===== src/sv/tre_pkg.sv =====
// ----------------------------------------------------------------------------
// Toy register machine execute - package
// Instruction and result types, operation codes and port widths.
// ----------------------------------------------------------------------------
package tre_pkg;

    typedef enum logic [2:0] {
        FUNC_MOV = 3'd0,
        FUNC_ADD = 3'd1,
        FUNC_SUB = 3'd2,
        FUNC_JMP = 3'd3,
        FUNC_JPZ = 3'd4,
        FUNC_JPN = 3'd5,
        FUNC_PRN = 3'd6,
        FUNC_HLT = 3'd7
    } tre_func_t;

    typedef enum logic {
        FK_REG = 1'b0,
        FK_MEM = 1'b1
    } tre_fkind_t;

    typedef enum logic [1:0] {
        SK_REG   = 2'd0,
        SK_MEM   = 2'd1,
        SK_CONST = 2'd2,
        SK_NONE  = 2'd3
    } tre_skind_t;

    typedef struct packed {
        tre_func_t          func;
        tre_fkind_t         first_kind;
        logic [1:0]         second_kind;
        logic [2:0]         first_reg;
        logic [2:0]         second_reg;
        logic [5:0]         mem_addr;
        logic signed [31:0] immediate;
        logic [15:0]        target_line;
    } tre_instr_t;

    typedef struct packed {
        logic [15:0]        next_pc;
        logic               print_valid;
        logic signed [31:0] print_value;
        logic               halted;
    } tre_result_t;

    localparam logic [15:0] PC_RESET   = 16'd1;
    localparam int          OUTQ_DEPTH = 3;
    localparam int          S_TDATA_W  = 64;
    localparam int          S_TUSER_W  = 6;
    localparam int          M_TDATA_W  = 56;
    localparam int          M_TUSER_W  = 1;

endpackage


===== src/sv/tre_ram.sv =====
// ----------------------------------------------------------------------------
// Toy register machine execute - generic RAM
// One write port, one read port, read data registered.
// ----------------------------------------------------------------------------
module tre_ram #(
    parameter int WIDTH = 32,
    parameter int DEPTH = 64,
    localparam int AW = (DEPTH > 1) ? $clog2(DEPTH) : 1
) (
    input  logic             clk,
    input  logic             we,
    input  logic [AW-1:0]    waddr,
    input  logic [WIDTH-1:0] wdata,
    input  logic [AW-1:0]    raddr,
    output logic [WIDTH-1:0] rdata
);

    logic [WIDTH-1:0] mem_reg [DEPTH];
    logic [WIDTH-1:0] rdata_reg;

    always_ff @(posedge clk) begin
        if (we) begin
            mem_reg[waddr] <= wdata;
        end
        rdata_reg <= mem_reg[raddr];
    end

    assign rdata = rdata_reg;

endmodule


===== src/sv/tre_core.sv =====
// ----------------------------------------------------------------------------
// Toy register machine execute - core
// Register file and data memory in RAMs, one read-modify-write stage with
// forwarding of the write made at the read edge, PC and halt flag.
// ----------------------------------------------------------------------------
module tre_core #(
    parameter int MEM_DEPTH  = 64,
    parameter int REG_COUNT  = 5,
    parameter int DATA_WIDTH = 32
) (
    input  logic                 aclk,
    input  logic                 aresetn,
    input  logic                 in_accept,
    input  tre_pkg::tre_instr_t  in_instr,
    output logic                 s1_busy,
    output tre_pkg::tre_result_t res,
    output logic                 res_valid
);

    localparam int RW  = $clog2(REG_COUNT);
    localparam int MAW = (MEM_DEPTH > 1) ? $clog2(MEM_DEPTH) : 1;

    logic                   s1_valid_reg;
    tre_pkg::tre_instr_t    s1_reg;
    logic [15:0]            pc_reg;
    logic [15:0]            pc_next;
    logic                   halt_reg;
    logic                   halt_next;
    logic [REG_COUNT-1:0]   reg_vld_reg;
    logic [MEM_DEPTH-1:0]   mem_vld_reg;

    logic                   fwd_reg_en_reg;
    logic [RW-1:0]          fwd_reg_idx_reg;
    logic [DATA_WIDTH-1:0]  fwd_reg_data_reg;
    logic                   fwd_mem_en_reg;
    logic [MAW-1:0]         fwd_mem_addr_reg;
    logic [DATA_WIDTH-1:0]  fwd_mem_data_reg;

    logic [DATA_WIDTH-1:0]  r1_rdata;
    logic [DATA_WIDTH-1:0]  r2_rdata;
    logic [DATA_WIDTH-1:0]  mem_rdata;

    logic [RW-1:0]          r1_idx;
    logic [RW-1:0]          r2_idx;
    logic [MAW-1:0]         m_idx;
    logic                   r1_ok;
    logic                   r2_ok;
    logic                   m_ok;
    logic [DATA_WIDTH-1:0]  r1_val;
    logic [DATA_WIDTH-1:0]  r2_val;
    logic [DATA_WIDTH-1:0]  mem_val;
    logic [DATA_WIDTH-1:0]  imm_ext;
    logic [DATA_WIDTH-1:0]  src_val;

    logic                   reg_we;
    logic [RW-1:0]          reg_widx;
    logic [DATA_WIDTH-1:0]  reg_wdata;
    logic                   mem_we;
    logic [DATA_WIDTH-1:0]  mem_wdata;
    logic                   pvalid;
    logic [DATA_WIDTH-1:0]  pval;

    tre_ram #(.WIDTH(DATA_WIDTH), .DEPTH(REG_COUNT)) u_rf_a (
        .clk   (aclk),
        .we    (reg_we),
        .waddr (reg_widx),
        .wdata (reg_wdata),
        .raddr (RW'(in_instr.first_reg)),
        .rdata (r1_rdata)
    );

    tre_ram #(.WIDTH(DATA_WIDTH), .DEPTH(REG_COUNT)) u_rf_b (
        .clk   (aclk),
        .we    (reg_we),
        .waddr (reg_widx),
        .wdata (reg_wdata),
        .raddr (RW'(in_instr.second_reg)),
        .rdata (r2_rdata)
    );

    tre_ram #(.WIDTH(DATA_WIDTH), .DEPTH(MEM_DEPTH)) u_dmem (
        .clk   (aclk),
        .we    (mem_we),
        .waddr (m_idx),
        .wdata (mem_wdata),
        .raddr (MAW'(in_instr.mem_addr)),
        .rdata (mem_rdata)
    );

    assign r1_idx  = RW'(s1_reg.first_reg);
    assign r2_idx  = RW'(s1_reg.second_reg);
    assign m_idx   = MAW'(s1_reg.mem_addr);
    assign r1_ok   = int'(s1_reg.first_reg) < REG_COUNT;
    assign r2_ok   = int'(s1_reg.second_reg) < REG_COUNT;
    assign m_ok    = int'(s1_reg.mem_addr) < MEM_DEPTH;
    assign imm_ext = DATA_WIDTH'(s1_reg.immediate);

    // take the write made at the read edge ahead of the RAM data
    always_comb begin
        if (!r1_ok) begin
            r1_val = '0;
        end else if (fwd_reg_en_reg && (fwd_reg_idx_reg == r1_idx)) begin
            r1_val = fwd_reg_data_reg;
        end else if (reg_vld_reg[r1_idx]) begin
            r1_val = r1_rdata;
        end else begin
            r1_val = '0;
        end
    end

    always_comb begin
        if (!r2_ok) begin
            r2_val = '0;
        end else if (fwd_reg_en_reg && (fwd_reg_idx_reg == r2_idx)) begin
            r2_val = fwd_reg_data_reg;
        end else if (reg_vld_reg[r2_idx]) begin
            r2_val = r2_rdata;
        end else begin
            r2_val = '0;
        end
    end

    always_comb begin
        if (!m_ok) begin
            mem_val = '0;
        end else if (fwd_mem_en_reg && (fwd_mem_addr_reg == m_idx)) begin
            mem_val = fwd_mem_data_reg;
        end else if (mem_vld_reg[m_idx]) begin
            mem_val = mem_rdata;
        end else begin
            mem_val = '0;
        end
    end

    always_comb begin
        case (s1_reg.second_kind)
            tre_pkg::SK_REG:   src_val = r2_val;
            tre_pkg::SK_MEM:   src_val = mem_val;
            tre_pkg::SK_CONST: src_val = imm_ext;
            default:           src_val = '0;
        endcase
    end

    always_comb begin
        reg_we    = 1'b0;
        reg_widx  = r1_idx;
        reg_wdata = '0;
        mem_we    = 1'b0;
        mem_wdata = '0;
        pvalid    = 1'b0;
        pval      = '0;
        halt_next = halt_reg;
        pc_next   = halt_reg ? pc_reg : pc_reg + 16'd1;
        if (s1_valid_reg && !halt_reg) begin
            case (s1_reg.func)
                tre_pkg::FUNC_MOV: begin
                    if (s1_reg.second_kind == tre_pkg::SK_CONST) begin
                        if (s1_reg.first_kind == tre_pkg::FK_REG) begin
                            reg_we    = r1_ok;
                            reg_wdata = imm_ext;
                        end else begin
                            mem_we    = m_ok;
                            mem_wdata = imm_ext;
                        end
                    end else if (s1_reg.second_kind == tre_pkg::SK_REG) begin
                        reg_widx = r2_idx;
                        reg_we   = r2_ok;
                        if (s1_reg.first_kind == tre_pkg::FK_REG) begin
                            reg_wdata = r1_val;
                        end else begin
                            reg_wdata = mem_val;
                        end
                    end else if (s1_reg.second_kind == tre_pkg::SK_MEM &&
                                 s1_reg.first_kind == tre_pkg::FK_REG) begin
                        mem_we    = m_ok;
                        mem_wdata = r1_val;
                    end
                end
                tre_pkg::FUNC_ADD: begin
                    reg_we    = r1_ok && (s1_reg.second_kind != tre_pkg::SK_NONE);
                    reg_wdata = r1_val + src_val;
                end
                tre_pkg::FUNC_SUB: begin
                    reg_we    = r1_ok && (s1_reg.second_kind != tre_pkg::SK_NONE);
                    reg_wdata = r1_val - src_val;
                end
                tre_pkg::FUNC_JMP: begin
                    pc_next = s1_reg.target_line;
                end
                tre_pkg::FUNC_JPZ: begin
                    if (r1_val == '0) begin
                        pc_next = s1_reg.target_line;
                    end
                end
                tre_pkg::FUNC_JPN: begin
                    if (r1_val == '0 || r1_val[DATA_WIDTH-1]) begin
                        pc_next = s1_reg.target_line;
                    end
                end
                tre_pkg::FUNC_PRN: begin
                    pvalid = 1'b1;
                    pval   = (s1_reg.first_kind == tre_pkg::FK_REG) ? r1_val : mem_val;
                end
                default: begin
                    halt_next = 1'b1;
                    pc_next   = pc_reg;
                end
            endcase
        end
    end

    always_ff @(posedge aclk) begin
        if (!aresetn) begin
            s1_valid_reg   <= 1'b0;
            pc_reg         <= tre_pkg::PC_RESET;
            halt_reg       <= 1'b0;
            reg_vld_reg    <= '0;
            mem_vld_reg    <= '0;
            fwd_reg_en_reg <= 1'b0;
            fwd_mem_en_reg <= 1'b0;
        end else begin
            s1_valid_reg   <= in_accept;
            fwd_reg_en_reg <= reg_we;
            fwd_mem_en_reg <= mem_we;
            if (s1_valid_reg) begin
                pc_reg   <= pc_next;
                halt_reg <= halt_next;
            end
            if (reg_we) begin
                reg_vld_reg[reg_widx] <= 1'b1;
            end
            if (mem_we) begin
                mem_vld_reg[m_idx] <= 1'b1;
            end
        end
    end

    always_ff @(posedge aclk) begin
        if (in_accept) begin
            s1_reg <= in_instr;
        end
        fwd_reg_idx_reg  <= reg_widx;
        fwd_reg_data_reg <= reg_wdata;
        fwd_mem_addr_reg <= m_idx;
        fwd_mem_data_reg <= mem_wdata;
    end

    assign s1_busy         = s1_valid_reg;
    assign res_valid       = s1_valid_reg;
    assign res.next_pc     = pc_next;
    assign res.print_valid = pvalid;
    assign res.print_value = 32'(pval);
    assign res.halted      = halt_next;

endmodule


===== src/sv/tre_outq.sv =====
// ----------------------------------------------------------------------------
// Toy register machine execute - result queue
// Small register queue between the core and the result channel.
// ----------------------------------------------------------------------------
module tre_outq (
    input  logic                 aclk,
    input  logic                 aresetn,
    input  logic                 push,
    input  tre_pkg::tre_result_t push_res,
    input  logic                 pop_ready,
    output logic                 head_valid,
    output tre_pkg::tre_result_t head_res,
    output logic [1:0]           count
);

    localparam int DEPTH = tre_pkg::OUTQ_DEPTH;

    tre_pkg::tre_result_t slot_reg [DEPTH];
    logic [1:0]           wr_ptr_reg;
    logic [1:0]           rd_ptr_reg;
    logic [1:0]           cnt_reg;
    logic [1:0]           cnt_next;
    logic                 pop;

    function automatic logic [1:0] ptr_inc(input logic [1:0] p);
        logic [1:0] r;
        r = (p == 2'(DEPTH - 1)) ? 2'd0 : p + 2'd1;
        return r;
    endfunction

    assign head_valid = (cnt_reg != 2'd0);
    assign head_res   = slot_reg[rd_ptr_reg];
    assign pop        = head_valid && pop_ready;
    assign count      = cnt_reg;

    always_comb begin
        cnt_next = cnt_reg;
        if (push && !pop) begin
            cnt_next = cnt_reg + 2'd1;
        end else if (pop && !push) begin
            cnt_next = cnt_reg - 2'd1;
        end
    end

    always_ff @(posedge aclk) begin
        if (!aresetn) begin
            wr_ptr_reg <= 2'd0;
            rd_ptr_reg <= 2'd0;
            cnt_reg    <= 2'd0;
        end else begin
            cnt_reg <= cnt_next;
            if (push) begin
                wr_ptr_reg <= ptr_inc(wr_ptr_reg);
            end
            if (pop) begin
                rd_ptr_reg <= ptr_inc(rd_ptr_reg);
            end
        end
    end

    always_ff @(posedge aclk) begin
        if (push) begin
            slot_reg[wr_ptr_reg] <= push_res;
        end
    end

endmodule


===== src/sv/toy_register_machine_execute.sv =====
// ----------------------------------------------------------------------------
// Toy register machine execute - top level
// Executes one decoded instruction per input transfer and returns one result.
// ----------------------------------------------------------------------------
// Input channel (s_): one decoded instruction per transfer; opcode and operand
// kinds in s_tuser, register indexes, address, constant and target in s_tdata.
// Result channel (m_): one transfer per instruction with the new PC, the halt
// flag and any printed value; m_tuser flags a printed value.
// The RAM read is registered at the transfer edge and the executed result
// enters the result queue at the next edge, which raises m_tvalid.
// Throughput: one instruction per cycle while s_tready stays high, set by the
// single read-modify-write stage around the registered RAM reads; a write made
// at the read edge is forwarded to the following instruction.
// Reset: PC goes to one, the halt flag clears and valid bits mark every
// register and memory word as zero at once; no clearing pass is needed.
// Stall: a three-entry result queue absorbs results while m_tready is low;
// s_tready drops once the queue and the execute stage together hold three.
// After HLT every further instruction returns the held PC with halted set.
// ----------------------------------------------------------------------------
module toy_register_machine_execute #(
    parameter int MEM_DEPTH  = 64,
    parameter int REG_COUNT  = 5,
    parameter int DATA_WIDTH = 32
) (
    input  logic                          aclk,
    input  logic                          aresetn,
    input  logic                          s_tvalid,
    output logic                          s_tready,
    // first_reg, second_reg, mem_addr, immediate, target_line, zero pad
    input  logic [tre_pkg::S_TDATA_W-1:0] s_tdata,
    // func, first_kind, second_kind
    input  logic [tre_pkg::S_TUSER_W-1:0] s_tuser,
    output logic                          m_tvalid,
    input  logic                          m_tready,
    // next_pc, print_value, halted, zero pad
    output logic [tre_pkg::M_TDATA_W-1:0] m_tdata,
    // print_valid
    output logic [tre_pkg::M_TUSER_W-1:0] m_tuser
);

    tre_pkg::tre_instr_t  instr;
    tre_pkg::tre_result_t core_res;
    tre_pkg::tre_result_t head_res;
    logic                 core_res_valid;
    logic                 s1_busy;
    logic [1:0]           q_count;
    logic                 accept;

    assign instr.func        = tre_pkg::tre_func_t'(s_tuser[2:0]);
    assign instr.first_kind  = tre_pkg::tre_fkind_t'(s_tuser[3]);
    assign instr.second_kind = s_tuser[5:4];
    assign instr.first_reg   = s_tdata[2:0];
    assign instr.second_reg  = s_tdata[5:3];
    assign instr.mem_addr    = s_tdata[11:6];
    assign instr.immediate   = s_tdata[43:12];
    assign instr.target_line = s_tdata[59:44];

    assign s_tready = ({1'b0, q_count} + {2'b0, s1_busy}) < 3'(tre_pkg::OUTQ_DEPTH);
    assign accept   = s_tvalid && s_tready;

    tre_core #(
        .MEM_DEPTH  (MEM_DEPTH),
        .REG_COUNT  (REG_COUNT),
        .DATA_WIDTH (DATA_WIDTH)
    ) u_core (
        .aclk      (aclk),
        .aresetn   (aresetn),
        .in_accept (accept),
        .in_instr  (instr),
        .s1_busy   (s1_busy),
        .res       (core_res),
        .res_valid (core_res_valid)
    );

    tre_outq u_outq (
        .aclk       (aclk),
        .aresetn    (aresetn),
        .push       (core_res_valid),
        .push_res   (core_res),
        .pop_ready  (m_tready),
        .head_valid (m_tvalid),
        .head_res   (head_res),
        .count      (q_count)
    );

    assign m_tdata = {7'd0, head_res.halted, head_res.print_value, head_res.next_pc};
    assign m_tuser = head_res.print_valid;

endmodule


===== config.mk =====
export PLATFORM = sky130hd
export DESIGN_NAME = toy_register_machine_execute
export DESIGN_NICKNAME = d
export VERILOG_FILES = /design/src/sv/tre_pkg.sv /design/src/sv/tre_ram.sv /design/src/sv/tre_core.sv /design/src/sv/tre_outq.sv /design/src/sv/toy_register_machine_execute.sv
export SDC_FILE = /design/constraint.sdc
export NUM_CORES = 2
export LEC_CHECK = 0
export BUFFER_PORTS_ARGS = -buffer_cell sky130_fd_sc_hd__clkbuf_2
export CORE_MARGIN = 2
export CORE_UTILIZATION = 42
export DETAILED_ROUTE_END_ITERATION = 6
export PLACE_DENSITY = 0.68
export SETUP_SLACK_MARGIN = 0.02
export SYNTH_ARGS = -nofsm -noshare
export SYNTH_HDL_FRONTEND = slang
export SYNTH_SLANG_ARGS = --single-unit
export TNS_END_PERCENT = 5

===== constraint.sdc =====
create_clock -name aclk -period 16.1 [get_ports aclk]
set_clock_uncertainty 0.05 [all_clocks]
set_input_delay 1.61 -clock aclk [delete_from_list [all_inputs] [get_ports aclk]]
set_output_delay 1.61 -clock aclk [all_outputs]
set_load 0.01 [all_outputs]

### Word level (Yosys, flattened, before mapping)

Memory sizes are Yosys's and may differ from the RTL's. A register that Yosys moved wholly into a read port is not among the register bits.
Index checks and enable logic that the tools add are counted.

* add/sub/neg operators: 8
* order comparisons: 9
* equal/unequal tests: 14
* mux-type cells: 69
* bitwise operators: 3
* reduce and logical (&&, ||, !) cells: 24

Operators by type and width (count)
* 2-to-1 mux 32 bit: 21
* one-hot mux 32 bit (3 select lines): 2
* 2-to-1 mux 16 bit: 4
* OR 64 bit: 1
* one-hot mux 16 bit (4 select lines): 1
* adder 32 bit: 1
* zero test 32 bit: 1
* subtractor 32 bit: 1
* 2-to-1 mux 1 bit: 25
* adder 16 x 1 -> 16 bit, second input constant: 1
* logical AND 1 bit: 12
* less-than comparator 3 x 4 -> 1 bit, second input constant: 3
* 2-to-1 mux 2 bit: 6
* 2-to-1 mux 3 bit: 4
* equality test 3 bit, second input constant: 3
* less-than comparator 6 x 7 -> 1 bit, second input constant: 1
* OR reduction 7 bit: 1
* adder 2 x 1 -> 2 bit, second input constant: 3
* binary-select mux 1 bit (select 3 bit): 2
* binary-select mux 1 bit (select 6 bit): 1
* demux 1 bit (select 6 bit): 1
* equality test 2 bit, second input constant: 3
* equality test 3 x 2 -> 1 bit, second input constant: 2
* equality test 3 bit: 2
* 21 further kinds: 25

* bits in registers: 234
* memory bits (writable): 2518
* bits of input ports: 74
* output and inout port bits: 59
* logic and storage cells: 153
* memories: 4

Memories
* u_core.u_dmem.mem_reg: words 64, width 32, rd ports 1, clocked after Yosys merged registers in 1, wr ports 1, line tre_ram.sv:18 `logic [WIDTH-1:0] mem_reg [DEPTH];`
* u_core.u_rf_a.mem_reg: words 5, width 32, rd ports 1, clocked after Yosys merged registers in 1, wr ports 1, line tre_ram.sv:18
* u_core.u_rf_b.mem_reg: words 5, width 32, rd ports 1, clocked after Yosys merged registers in 1, wr ports 1, line tre_ram.sv:18
* u_outq.slot_reg: words 3, width 50, rd ports 1, clocked after Yosys merged registers in 1, wr ports 1, line tre_outq.sv:18 `tre_pkg::tre_result_t slot_reg [DEPTH];`

### Longest topological paths before layout

* depth after elaboration: 10
* depth in mapped cells: 29
* gate-level depth less buffers: 26

### By module

Synthesis repeated with hierarchy kept, for this count alone.

* cell total of the unflattened synthesis: 6248
* area total of the unflattened synthesis: 113203.6 um2

By module, submodules not included
* tre_ram (u_core.u_dmem): times used 1, cells each 3324, area each 78515.3 um2, sequential area each 62139.6 um2
* tre_core: times used 1, cells each 1797, area each 14938.1 um2, sequential area each 5225.0 um2
* tre_ram (u_core.u_rf_a ...): times used 2, cells each 383, area each 6904.1 um2, sequential area each 5445.2 um2
* tre_outq: times used 1, cells each 349, area each 5845.6 um2, sequential area each 4664.5 um2
* toy_register_machine_execute: times used 1, cells each 12, area each 96.3 um2, sequential area each 0.0 um2

### Least setup slack after synthesis

Ideal clock, no wire load.

* kind: reg-to-reg
* from: register u_core.s1_reg, in the netlist u_core.m_idx[1]
* to: memory u_core.u_rf_a.mem_reg[0][29] (data pin)
* setup time: 0.231 ns
* data arrival time: 5.845 ns
* required time: 15.819 ns
* setup slack: 9.974 ns
* stages on the path, launching flop included: 28
* path buffers: 1
* clock period less this slack: 6.126 ns
* path through: edfxtp_1 > mux2_2 > a221o_1 > a221o_1 > o311ai_0 > nand4_1 > buf_2 > o21ai_0 > o21a_1 > ha_1 > and2_1 > nand3_1 > or4b_4 > o21ai_1 > xnor2_1 > ha_1 > a21oi_1 > o21bai_1 > a21o_1 > a21oi_1 > nor3b_1 > nand3_1 > a31oi_1 > o21bai_1 > a21oi_1 > nor2b_1 > o311a_1 > o21ai_0

* cells in the longest elaborated chain, start to end: 9
* elaborated cells on any way between the ends: 14
* those cells by class: add/sub: 2; eq/ne: 1; mux: 10; reduce/logical: 1

RTL lines
* start: declaration: line tre_core.sv:24 `tre_pkg::tre_instr_t s1_reg;`
* start signal: assignment: line tre_core.sv:240 `s1_reg <= in_instr;`
* binary-select mux 1 bit (select 6 bit): line tre_core.sv:128 `end else if (mem_vld_reg[m_idx]) begin`
* 2-to-1 mux 1 bit (implied by the code): line tre_core.sv:128
* 2-to-1 mux 32 bit: line tre_core.sv:128
* 2-to-1 mux 32 bit (*): line tre_core.sv:126 `end else if (fwd_mem_en_reg && (fwd_mem_addr_reg == m_idx)) begin`
* branches (longest 3 deep; another with subtractor 32 bit)
* one-hot mux 32 bit (3 select lines) (*): line tre_core.sv:155 `case (s1_reg.func)`
* 2-to-1 mux 32 bit (*): line tre_core.sv:154 `if (s1_valid_reg && !halt_reg) begin`
* net u_core.reg_wdata[29]: line tre_core.sv:57 `logic [DATA_WIDTH-1:0] reg_wdata;`
* end: declaration: line tre_ram.sv:18

Mark *: on every way through the listed nets, which the timed path passes. The select of a mux whose other input is x is not followed.

### Final worst setup path

* from: register u_core.s1_reg, in the netlist u_core.m_idx[0]
* to: memory u_core.u_rf_a.mem_reg[1][29] (data pin)

The elaborated chain is that of the path after synthesis.

==> results.sh <==
export IMPL_status="complete, but fails checks"
export IMPL_violations="design-rule violations"
export IMPL_worstPathArrival_ns=9.34
export IMPL_core_area_um2=252000
export IMPL_drtIter0Drc=7060
export IMPL_cp_slowest_cell="edfxtp_1"
export IMPL_r2r_cells=27
export IMPL_path_clk_slew_ns=0.06
export IMPL_synthSimpleGateAreaFrac_pct=2.86
export IMPL_die_h_um=507
export IMPL_pwr_share_comb_pct=6.7
export IMPL_max_clock_freq_mhz=114
export IMPL_post_cts_buffers=0
export IMPL_overflow=0
export IMPL_cts_max_level=5
export IMPL_p_sw_w=0.00333
export IMPL_grt_max_degree=141
export IMPL_cts_buffer_depth=4
export IMPL_synthTopCellsByCount="edfxtp_1, mux4_2, dfxtp_1"
export IMPL_syn_cell_area_um2=106000
export IMPL_synth_area_mux_share_pct=17.1
export IMPL_synth_compound_area_share_pct=4.30
export IMPL_pwr_share_clk_pct=42.2
export IMPL_portBuffers=121
export IMPL_totalNegativeSetupSlack_ns=0
export IMPL_path_delay_family="compound AO/OA/AOI/OAI gates"
export IMPL_p_per_area_nw_per_um2=124
export IMPL_globalplace_congestion=0.963
export IMPL_max_slew_margin_pct=14.7
export IMPL_r2r_start="u_core.m_idx[0]$_DFFE_PP_"
export IMPL_routedWlPerCell_um=29.8
export IMPL_pwr_share_seq_pct=51.2
export IMPL_hp_class="register to register"
export IMPL_crit_type="register to register"
export IMPL_areaGrowthSynthToFinish_pct=13.9
export IMPL_ys_types=85
export IMPL_vdd_ir_drop_max_v=0.0000772
export IMPL_drt_wl_total_um=275000
export IMPL_setup_viol=0
export IMPL_antenna_found_initial=15
export IMPL_clockRootBuffer="clkbuf_16"
export IMPL_worstPathMaxFanout=24
export IMPL_postSynthCellCount=5368
export IMPL_rrSetupSlack_ns=7.31
export IMPL_slowest_delay_ns=0.90
export IMPL_cts_sinks=2690
export IMPL_grtUsageTotal_pct=21.1
export IMPL_synthTopCellsByArea="edfxtp_1, mux4_2, dfxtp_1"
export IMPL_synth_top_cell_by_area="edfxtp_1"
export IMPL_min_path_cells=1
export IMPL_synth_edf_count=2424
export IMPL_cts_made_buffers=290
export IMPL_rows=184
export IMPL_first_pass_iters=7
export IMPL_p_int_w=0.0117
export IMPL_die_w_um=507
export IMPL_ys_seq_area_share_pct=73.4
export IMPL_fillers=20200
export IMPL_synth_top_family_by_area="multiplexers"
export IMPL_yosys_warnings=0
export IMPL_sw_frac_of_total_pct=22.1
export IMPL_yosysTopAreaCellShare_pct=68.4
export IMPL_cpMostUsedCell="a21oi_1"
export IMPL_worstPathRequired_ns=16.65
export IMPL_dp_hpwl_um=158000
export IMPL_maxCapViolCount=0
export IMPL_grt_pass1_wl_um=394000
export IMPL_slew_violations=0
export IMPL_vias=55400
export IMPL_synth_seq_cells=2690
export IMPL_cts_tree="built"
export IMPL_power_leakage_nw=33.6
export IMPL_drive_gt1_share_pct=27.7
export IMPL_holdBufCountCts=0
export IMPL_hold_path_startpoint="u_core.mem_vld_reg[38]$_SDFFE_PN0P_"
export IMPL_cp_buffers_inverters=1
export IMPL_via_per_inst=6.02
export IMPL_rsz0062_at_grt="false"
export IMPL_insertion_delay_ns=0.95
export IMPL_dieArea_um2=257000
export IMPL_start_kind="register"
export IMPL_io_pins=133
export IMPL_ctsResizeCount=0
export IMPL_num_nets_final=5762
export IMPL_largest_reg_flops=2048
export IMPL_rr_endpoint="u_core.u_rf_a.mem_reg[1][29]$_DFFE_PP_"
export IMPL_grt_pass1_vias=55500
export IMPL_finalCriticalPeriod_ns=8.79
export IMPL_ys_async_sr_fraction_pct=0
export IMPL_period_share_pct=54.6
export IMPL_synth_adder_area_share_pct=0.442
export IMPL_dp_cells=8705
export IMPL_synth_xor_xnor_area_share_pct=0.647
export IMPL_endpoint_kind="register"
export IMPL_final_cells=9203
export IMPL_holdPathEnd="u_core.mem_vld_reg[38]$_SDFFE_PN0P_"
export IMPL_avgSynthCellArea_um2=19.8
export IMPL_synth_most_common_cell="edfxtp_1"
export IMPL_start_util_pct=42.3
export IMPL_yosys_most_used_dff="edfxtp_1"
export IMPL_antenna_left=0
export IMPL_remaining_drc_errors=1
export IMPL_finalHoldViolCount=0
export IMPL_tightest_slew_ns=1.27
## cell usage in the layout, fill, tap and decap left out, types with 19 or more instances in the layout
cell type / count
o21a_1: 81
o21ai_0: 162
mux2i_1: 74
clkinv_2: 21
clkbuf_2: 115
a221oi_1: 28
nor3_1: 19
nor2_4: 100
nand3_1: 57
inv_1: 38
buf_4: 179
clkinv_1: 51
mux2_2: 80
xnor2_1: 45
xor2_1: 31
clkbuf_1: 77
edfxtp_1: 2424
a221o_1: 30
a22oi_1: 81
a21oi_1: 81
mux4_2: 733
nand2_1: 193
a21o_1: 25
clkbuf_16: 297
nor2b_1: 24
nor4_1: 21
bufinv_16: 21
nand4_1: 20
dfxtp_1: 264
ha_1: 36
nor2_1: 143
## worst reg2reg max path, cell delays in order (launching register included)
cell,delay [ns]
edfxtp_1,0.90
nor2b_1,0.31
a221oi_1,0.42
a31oi_1,0.10
o311ai_0,0.46
nand4_1,0.44
buf_4,0.35
o21ai_0,0.24
o21a_1,0.20
ha_1,0.19
and2_1,0.18
nand3_1,0.23
or4b_4,0.67
o21ai_1,0.20
xnor2_1,0.12
ha_1,0.39
a21oi_1,0.19
o21bai_1,0.08
a21o_1,0.18
a21oi_1,0.19
nor3b_1,0.21
nand3_1,0.13
a31oi_1,0.65
o21bai_1,0.12
a21oi_1,0.38
nor2b_1,0.09
o311a_1,0.33
o21ai_0,0.45
## metrics by stage
step	utilization [%]	area [um2]	total power (W)	hold slack, ns	setup WS, ns
floorplan	-	106000	0.00847	0.296	9.97
CTS	48.1	121000	0.0152	0.411	7.49
finish	48.2	121000	0.0151	0.408	7.31
global placement	44.6	112000	0.00884	0.391	7.72
detailed placement	44.6	112000	0.00884	0.398	7.70
global route	48.2	121000	0.0155	0.419	6.83
## per-layer routing
| layer | routed length (um) | GRT usage (%) | up-vias |
|---|---|---|---|
| met5 | 57 | 0 | - |
| met4 | 9810 | 7.42 | 8 |
| met3 | 24300 | 3.92 | 544 |
| met2 | 131000 | 33.7 | 2890 |
| met1 | 109000 | 29.1 | 29100 |
| li1 | - | - | 22800 |
## cell type report
type	instances	area, um2	area share [%]
antenna	3	7.51	0.00619
sequential	2690	78100	64.5
multi-input combinational	2328	27800	22.9
clock buffer	381	7820	6.45
tap	3348	4190	3.46
clock inverter	112	1110	0.920
inverter	40	150	0.124
timing repair buffer	301	2040	1.68
## cells by family (layout without fill, tap and decap cells)
group,after synthesis,after routing
DFF,2690,2690
adders and majority gates,37,37
xor gates and xnor gates,77,77
buffers and inverters,356,834
and+or+nand+nor,667,667
other,1,10
muxes,887,887
AOI/OAI and AO/OA,653,653
## worst max-delay path by stage
stage                     slack, ns                      start                                endpoint  cells past startpoint
after floorplan                9.97  u_core.m_idx[1]$_DFFE_PP_  u_core.u_rf_a.mem_reg[0][29]$_DFFE_PP_                     27
after global placement         7.72  u_core.m_idx[0]$_DFFE_PP_  u_core.u_rf_a.mem_reg[1][29]$_DFFE_PP_                     27
after detailed placement       7.70  u_core.m_idx[0]$_DFFE_PP_  u_core.u_rf_a.mem_reg[3][29]$_DFFE_PP_                     27
after CTS                      7.49  u_core.m_idx[0]$_DFFE_PP_  u_core.u_rf_a.mem_reg[0][29]$_DFFE_PP_                     27
after global routing           6.83  u_core.m_idx[0]$_DFFE_PP_  u_core.u_rf_a.mem_reg[0][29]$_DFFE_PP_                     27
final                          7.31  u_core.m_idx[0]$_DFFE_PP_  u_core.u_rf_a.mem_reg[1][29]$_DFFE_PP_                     27
## power groups by stage
| stage | registers (W) | clock network [W] | logic [W] |
|---|---|---|---|
| global placement | 0.00784 | 0 | 0.000995 |
| finish | 0.00770 | 0.00635 | 0.00101 |
| global route | 0.00770 | 0.00672 | 0.00108 |
| detailed placement | 0.00784 | 0 | 0.00100 |
| floorplan | 0.00780 | 0 | 0.000670 |
| CTS | 0.00769 | 0.00645 | 0.00101 |
Note: power is estimated with default switching activity, not from simulation.
